===== config.mk =====
export PLATFORM = sky130hd
export DESIGN_NAME = stbs_seq
export DESIGN_NICKNAME = d
export VERILOG_FILES = /design/src/hdl/stbs_pkg.sv /design/src/hdl/stbs_seq.sv
export SDC_FILE = /design/constraint.sdc
export NUM_CORES = 1
export LEC_CHECK = 0
export BUFFER_PORTS_ARGS = -buffer_cell sky130_fd_sc_hd__buf_4
export CORE_AREA = 2 2 109 90
export DETAILED_ROUTE_END_ITERATION = 6
export DIE_AREA = 0 0 111 92
export MAX_ROUTING_LAYER = met4
export PLACE_DENSITY = 0.92
export SYNTH_ARGS = -nofsm -noshare
export SYNTH_HDL_FRONTEND = slang
export SYNTH_SLANG_ARGS = --single-unit
export TNS_END_PERCENT = 1

===== constraint.sdc =====
create_clock -name i_clk -period 8 [get_ports i_clk]
set_input_delay 1.2 -clock i_clk [delete_from_list [all_inputs] [get_ports i_clk]]
set_output_delay 1.2 -clock i_clk [all_outputs]
set_load 0.05 [all_outputs]

===== src/hdl/stbs_pkg.sv =====
// Shared constants and types for the sorted table binary search block.
package stbs_pkg;

    localparam int TABLE_DEPTH = 1024;
    localparam int VALUE_WIDTH = 32;
    localparam int ADDR_W      = $clog2(TABLE_DEPTH);
    localparam int LEN_W       = $clog2(TABLE_DEPTH + 1);
    localparam int CFG_W       = 11;
    localparam int POS_W       = 10;
    localparam int IDX_W       = 10;
    localparam int IN_TDATA_W  = 48;
    localparam int OUT_TDATA_W = 16;

    localparam logic OP_LOAD   = 1'b0;
    localparam logic OP_SEARCH = 1'b1;

    typedef enum logic [1:0] {
        ST_IDLE,
        ST_PROBE,
        ST_READ,
        ST_DONE
    } t_state;

    typedef struct packed {
        logic                   we;
        logic [ADDR_W-1:0]      waddr;
        logic [VALUE_WIDTH-1:0] wdata;
        logic [ADDR_W-1:0]      raddr;
    } t_ram_req;

    typedef struct packed {
        logic             valid;
        logic             found;
        logic [IDX_W-1:0] index;
    } t_result;

endpackage


===== src/hdl/stbs_seq.sv =====
// Search sequencer: range registers, midpoint probe and shared compare.
module stbs_seq (
    input  logic                           i_clk,
    input  logic                           i_rst_n,
    input  logic                           i_in_valid,
    output logic                           o_in_ready,
    input  logic                           i_op,
    input  logic [stbs_pkg::POS_W-1:0]     i_position,
    input  logic [stbs_pkg::VALUE_WIDTH-1:0] i_value,
    input  logic [stbs_pkg::CFG_W-1:0]     i_length,
    input  logic [stbs_pkg::VALUE_WIDTH-1:0] i_rdata,
    output stbs_pkg::t_ram_req             o_ram,
    output stbs_pkg::t_result              o_res,
    input  logic                           i_res_take
);
    import stbs_pkg::*;

    t_state                  r_state;
    t_state                  n_state;
    logic [LEN_W-1:0]        r_first;
    logic [LEN_W-1:0]        n_first;
    logic [LEN_W-1:0]        r_end;
    logic [LEN_W-1:0]        n_end;
    logic [ADDR_W-1:0]       r_mid;
    logic [ADDR_W-1:0]       n_mid;
    logic [VALUE_WIDTH-1:0]  r_target;
    logic [VALUE_WIDTH-1:0]  n_target;
    logic                    r_found;
    logic                    n_found;
    logic [IDX_W-1:0]        r_index;
    logic [IDX_W-1:0]        n_index;

    logic                    accept;
    logic                    range_live;
    logic [LEN_W-1:0]        mid_full;
    logic [LEN_W-1:0]        len_sat;
    logic                    probe_eq;
    logic                    probe_gt;

    assign accept     = i_in_valid && o_in_ready;
    assign range_live = r_first < r_end;
    assign mid_full   = r_first + ((r_end - r_first - LEN_W'(1)) >> 1);
    assign len_sat    = (32'(i_length) > TABLE_DEPTH) ? LEN_W'(TABLE_DEPTH)
                                                      : LEN_W'(i_length);
    assign probe_eq   = i_rdata == r_target;
    assign probe_gt   = $signed(i_rdata) > $signed(r_target);

    always_comb begin
        n_state = r_state;
        unique case (r_state)
            ST_IDLE: begin
                if (accept && i_op == OP_SEARCH) begin
                    n_state = ST_PROBE;
                end
            end
            ST_PROBE: begin
                n_state = range_live ? ST_READ : ST_DONE;
            end
            ST_READ: begin
                n_state = probe_eq ? ST_DONE : ST_PROBE;
            end
            ST_DONE: begin
                if (i_res_take) begin
                    n_state = ST_IDLE;
                end
            end
            default: begin
                n_state = ST_IDLE;
            end
        endcase
    end

    always_comb begin
        o_in_ready  = 1'b0;
        o_ram.we    = 1'b0;
        o_ram.waddr = ADDR_W'(i_position);
        o_ram.wdata = i_value;
        o_ram.raddr = ADDR_W'(mid_full);
        o_res.valid = 1'b0;
        o_res.found = r_found;
        o_res.index = r_index;
        unique case (r_state)
            ST_IDLE: begin
                o_in_ready = 1'b1;
                o_ram.we   = i_in_valid && i_op == OP_LOAD;
            end
            ST_PROBE: begin
            end
            ST_READ: begin
            end
            ST_DONE: begin
                o_res.valid = 1'b1;
            end
            default: begin
            end
        endcase
    end

    always_comb begin
        n_first  = r_first;
        n_end    = r_end;
        n_mid    = r_mid;
        n_target = r_target;
        n_found  = r_found;
        n_index  = r_index;
        case (r_state)
            ST_IDLE: begin
                if (accept) begin
                    n_first  = '0;
                    n_end    = len_sat;
                    n_target = i_value;
                end
            end
            ST_PROBE: begin
                n_mid = ADDR_W'(mid_full);
                if (!range_live) begin
                    n_found = 1'b0;
                    n_index = '0;
                end
            end
            ST_READ: begin
                if (probe_eq) begin
                    n_found = 1'b1;
                    n_index = IDX_W'(r_mid);
                end else if (probe_gt) begin
                    n_end = LEN_W'(r_mid);
                end else begin
                    n_first = LEN_W'(r_mid) + LEN_W'(1);
                end
            end
            default: begin
            end
        endcase
    end

    always_ff @(posedge i_clk) begin
        if (!i_rst_n) begin
            r_state <= ST_IDLE;
        end else begin
            r_state <= n_state;
        end
        r_first  <= n_first;
        r_end    <= n_end;
        r_mid    <= n_mid;
        r_target <= n_target;
        r_found  <= n_found;
        r_index  <= n_index;
    end

endmodule


==> Word level (Yosys, flattened, before mapping) <==
Cells that the tools add are included.
{ "classes": {"addsub": 4, "bitwise": 1, "n_lt_le_gt_ge": 3, "n_reduce_logical": 11, "mul": 0, "eq_ne": 12, "shifts": 0, "n_mux": 23, "n_div": 0} }
{ "ops": {"columns": ["cell", "n"], "rows": [
  ["2-to-1 mux 11 bit", 7],
  ["case mux 11 bit (2 select lines)", 2],
  ["equality test 32 bit", 1],
  ["> comparator 32 bit", 1],
  ["2-to-1 mux 10 bit", 2],
  ["case mux 10 bit (2 select lines)", 1],
  ["inequality test 2 bit (second input constant)", 8],
  ["adder 10 x 1 -> 11 bit (second input constant)", 1],
  ["> comparator 11 bit (second input constant)", 1],
  ["< comparator 11 bit", 1],
  ["subtractor 11 x 1 -> 11 bit (second input constant)", 1],
  ["subtractor 11 bit", 1],
  ["adder 10 bit", 1],
  ["case mux 2 bit (4 select lines)", 1],
  ["AND reduction 4 bit", 2],
  ["2-to-1 mux 1 bit", 6],
  ["2-to-1 mux 2 bit", 3],
  ["equality test 2 bit (second input constant)", 2],
  ["AND reduction 2 bit", 2],
  ["nonzero test 2 bit", 2],
  ["logical AND 1 bit", 3],
  ["AND reduction 3 bit", 1],
  ["equality test 2 x 1 -> 1 bit (second input constant)", 1],
  ["logical NOT 2 bit", 1],
  ["2 further kinds", 2]
]} }
{ "totals": {"mem_bits_rw": 0, "input_bits": 90, "output_inout_bits": 66, "mem_bits_ro": 0, "latch_bits": 0, "memories": 0, "word_cells": 61, "ff_bits": 77} }

==> Logic depth before layout (Yosys ltp) <==
{ "depth": {"ltp_word": 6, "depth_mapped": 14, "ltp_nobuf": 14} }

==> Worst setup path before layout <==
OpenSTA, ideal clock, no wires.
{ "synth_timing": {"path_kind": "reg-to-output", "start": "register r_first[1]", "end": "output port o_ram[9] (netlist name)", "required_ns": 6.800, "arrival_ns": 3.365, "path_stages_with_launch": 15, "slack_ns": 3.435, "n_path_buf": 0, "cell_sequence": "edfxtp_1 > inv_1 > ha_1 > and3b_1 > o21ai_0 > nand2_1 > a21o_1 > a21oi_1 > xnor2_1 > ha_1 > o21ai_0 > o21ai_0 > o311a_1 > a31oi_1 > xnor2_1"} }
{ "synth_rtl": {"columns": ["element", "line", "rtl"], "rows": [
  ["start: declaration", "stbs_seq.sv:20", "logic [LEN_W-1:0] r_first;"],
  ["start signal: assignment", "stbs_seq.sv:142", "r_first <= n_first;"],
  ["end: declaration", "stbs_seq.sv:12", "output stbs_pkg::t_ram_req o_ram,"]
]} }

==> results.txt <==
The number of rows in the core area came out at 32. In this run the clock root is driven by a clkbuf_16. After synthesis, the largest family of logic cells by area is adder cells. The TritonCTS buffer count came out at 9. The routability-driven placement congestion ratio is between 0.8 and 0.9. The worst clock skew on the final layout came out at 0.00754 ns. The initial utilization of the core area, before any placement, comes to 53.5%.

The clock-pin slew reported for the worst setup and hold paths after clock tree synthesis is 0.06 ns. The leakage dissipation came out at 2.85 nW. The number of hold-repair buffers added at the cts stage came out at 0. The switching portion of total power came out at slightly below 40%. The repair_antennas step left the layout with diodes totalling 0. Counting flops with a built-in enable in the synthesized netlist gives 75. The post-CTS setup repair buffer count is 0. The first detailed-routing pass ran for 5 iterations. The Yosys step of the flow raised 0 warnings. The run finished with clean final reports. The proportion of synthesized area in mux cells came out at 0%.

Once the clock tree was built, the resizer swapped 0 gates to a different size. The highest-utilization routing layer at the global route stage is met2. The clock network power share is 26.2%. The total cell area at the placement stage came out at 5780 um^2. The maximum vdd ir drop is roughly 170 uV.

The analysis attributes to net switching a power of 0.000609 W. The max-cap violation count came out at 0. The compound-cell area share of the yosys netlist is 10.7%. The critical path is of the flip-flop to primary output type. The net count after synthesis came out at 614. The number of distinct library cell variants in the gate-level netlist after synthesis is 45. The routed wirelength normalized by instance count came out at 17.2 um. After synthesis the netlist holds a flip-flop and latch count of 77.

In this run, the number of DRC markers left after iteration 0 of detailed routing was 183. The placed wire-length estimate after detailed placement came out at 9250 um. The sequential element share of the synthesized area is 46.3%. The mean number of vias per cell is roughly 5.5. The number of cells after detailed placement is 670. In the final timing run, aggregate negative setup slack is 0 ns.

For the pin with the worst max-slew slack, the measured transition is 1.34 ns. The final-layout fill cell count came out at 717. From left edge to right edge, the die measures 111 um.

The met1 track utilization from global routing is 28.8%. The first-pass GRT wire length came out at roughly 19000 um. For the finished layout, the period the worst path requires is 4.91 ns. The worst setup path is captured at a primary output. The worst slew margin relative to its limit is around a tenth. The H-tree was split into 3 levels.

The final hold violation count is 0. The overall global routing resource usage came out at about 24%. The total grt overflow is 0.

Summing internal, switching and leakage power gives about 0.0016 W. The clock insertion delay at the later pin of the skew report is 0.34 ns. The initial antenna violation count is 0. The share of cells above drive strength 1 came out at a little over a quarter.

The via count of the first global-routing pass is between 3000 and 4000. The max-slew violation count was 0. STA classifies the critical path startpoint as a flip-flop. Static timing analysis puts the maximum clock frequency at a little over 200 MHz. The vertical die dimension is around 90 um. The post-synthesis simple-gate area fraction is 12.0%. The count of port buffers added during placement came out at 135. Wires add up to 11800 um.

The mean instance size in the synthesized netlist came out at approximately 11 um^2. The cell with the most instances after synthesis is edfxtp_1. The die covers approximately 10000 um^2. After the last flow step, the layout net total stands at 715. The cell-internal power came out at just under 0.001 W. Dividing total power by cell area gives a power density of 259 nW/um^2. Setup repair after global routing left no endpoint under its margin. Global routing used 5.55% of the available met3 tracks. Setup violations remaining at the end of the flow were counted as 0. After routing the design area is ~6100 um^2. The maximum number of pins on one net before global-route repair is 34. The share of Yosys cell area claimed by the top area cell type came out at a little under half. The number of cells in the finished layout apart from fillers came out at 686. The via count came out at 3784. The core footprint is 9250 um^2. The type of the tightest min-delay check is flip-flop to flip-flop. The number of buffers on the longest clock path came out at 2. The number of top-level pins is 156.

The commonest register cell after synthesis is edfxtp_1. The critical path data required time came out at 6.80 ns. The synthesized netlist occupies a cell area of 4950 um^2. The proportion of power drawn by combinational gates is 40.2%. The xor and xnor area share after synthesis is under 10%. After synthesis, the most frequently instantiated cells are 75 x edfxtp_1, 61 x ha_1, 58 x inv_1, 43 x buf_4, 28 x a21oi_1. The antenna violation net count after detailed routing is 0.

The share of flip-flops with an asynchronous set or reset is 0%. The largest total area in the synthesized netlist belongs to edfxtp_1. The clock sink total came out at 77.

By area the synthesized netlist is led by edfxtp_1 46%, ha_1 15%, buf_4 6.5%. The maximum fanout along the worst path is 5. The data arrival time at the worst-slack endpoint is 3.71 ns. The routing usage on met2 is 41.8%. The final clock period utilization by the worst path is around 60%. The post-synthesis instance total is between 400 and 500. TritonCTS built the clock tree. The remaining routing DRC violations came out at 0. The share of power burned in registers is between 30% and 40%.

The synthesized netlist devotes between 10% and 20% of its cell area to adder and majority cells. The area overhead of the layout relative to synthesis came out at 23.0%.
[final cells by class]
class                           instances  area, um^2  area share [%]
Clock inverter                          7        75.1            1.23
Timing Repair Buffer                  136        1020            16.8
Multi-Input combinational cell        280        2100            34.6
Inverter                               58         218            3.58
Tap cell                              119         149            2.45
Sequential cell                        77        2290            37.7
Clock buffer                            9         225            3.70
[state kept, by name, summed over array words and instances, names as in the netlist]
register and flops:
r_state 2, r_target 32, r_found 1, r_mid 10
r_end 11, r_index 10, r_first 11
[per-stage QoR]
step	utilization (%)	hold slack [ns]	setup slack, ns
2_1_floorplan	-	0.505	3.44
3_3_place_gp	62.5	0.526	3.67
3_5_place_dp	62.5	0.567	3.50
4_1_cts	65.8	0.582	3.13
5_1_grt	65.8	0.636	2.83
6_report	65.8	0.583	3.09
[path summary, 6_finish.rpt]
path,cells after the start,endpoint,startpoint,slack [ns]
max,15,o_ram[9],r_first[1]$_SDFFCE_PN0P_,3.09
min,2,r_state[1]$_SDFFE_PN0P_,r_state[0]$_SDFFE_PN0P_,0.58
max reg2reg,14,r_mid[9]$_DFFE_PP_,r_first[1]$_SDFFCE_PN0P_,4.69
min reg2reg,2,r_state[1]$_SDFFE_PN0P_,r_state[0]$_SDFFE_PN0P_,0.58
[worst max-delay path: stages, from the launching register on]
cell,delay [ns]
edfxtp_1,0.48
inv_1,0.08
ha_1,0.32
and3b_1,0.18
o21ai_0,0.28
nand2_1,0.14
a21o_1,0.19
a21oi_1,0.17
xnor2_1,0.08
ha_1,0.32
o21ai_0,0.11
o21ai_0,0.18
o311a_1,0.25
a31oi_1,0.12
xnor2_1,0.24
buf_4,0.25
[cells in the final DEF (no fill, tap or decap), drive strengths merged, types with 2 or more instances in the layout]
cell and instances:
a21boi 2, a21o 18, a21oi 29, a221o 2, a31oi 3, and2 14
and3 4, buf 136, clkbuf 9, clkinv 2, clkinvlp 3, dfxtp 2
edfxtp 75, fa 2, ha 61, inv 59, nand2 19, nand2b 4
nand3 12, nand4 9, nor2 24, nor2b 6, nor3 8, nor4 5
o211ai 2, o21a 3, o21ai 15, or3 4, xnor2 9, xor2 11
[logic make-up (layout without fill, tap and decap cells)]
| kind of cell | after synthesis | in the layout |
|---|---|---|
| adder cells (fa/ha/maj) | 63 | 63 |
| AND/OR/NAND/NOR | 114 | 114 |
| flip-flops | 77 | 77 |
| buffers and inverters | 104 | 210 |
| XOR/XNOR | 20 | 20 |
| AO/OA/AOI/OAI | 83 | 83 |
[layer usage]
layer / wire length [um] / up-vias / share of wire [%]
li1: - / 1792 / -
met1: 4790 / 1785 / 41
met2: 5930 / 178 / 50
met3: 808 / 29 / 6.9
met4: 242 / 0 / 2.1
met5: 0 / - / 0
[power by group through the flow]
| stage | clock, W | combinational (W) | sequential, W |
|---|---|---|---|
| global route | 0.000433 | 0.000676 | 0.000533 |
| global placement | 0 | 0.000609 | 0.000535 |
| finish | 0.000412 | 0.000632 | 0.000530 |
| detailed placement | 0 | 0.000629 | 0.000537 |
| floorplan | 0 | 0.000466 | 0.000534 |
| CTS | 0.000414 | 0.000631 | 0.000529 |
No activity file was read; power rests on OpenSTA's default activity.
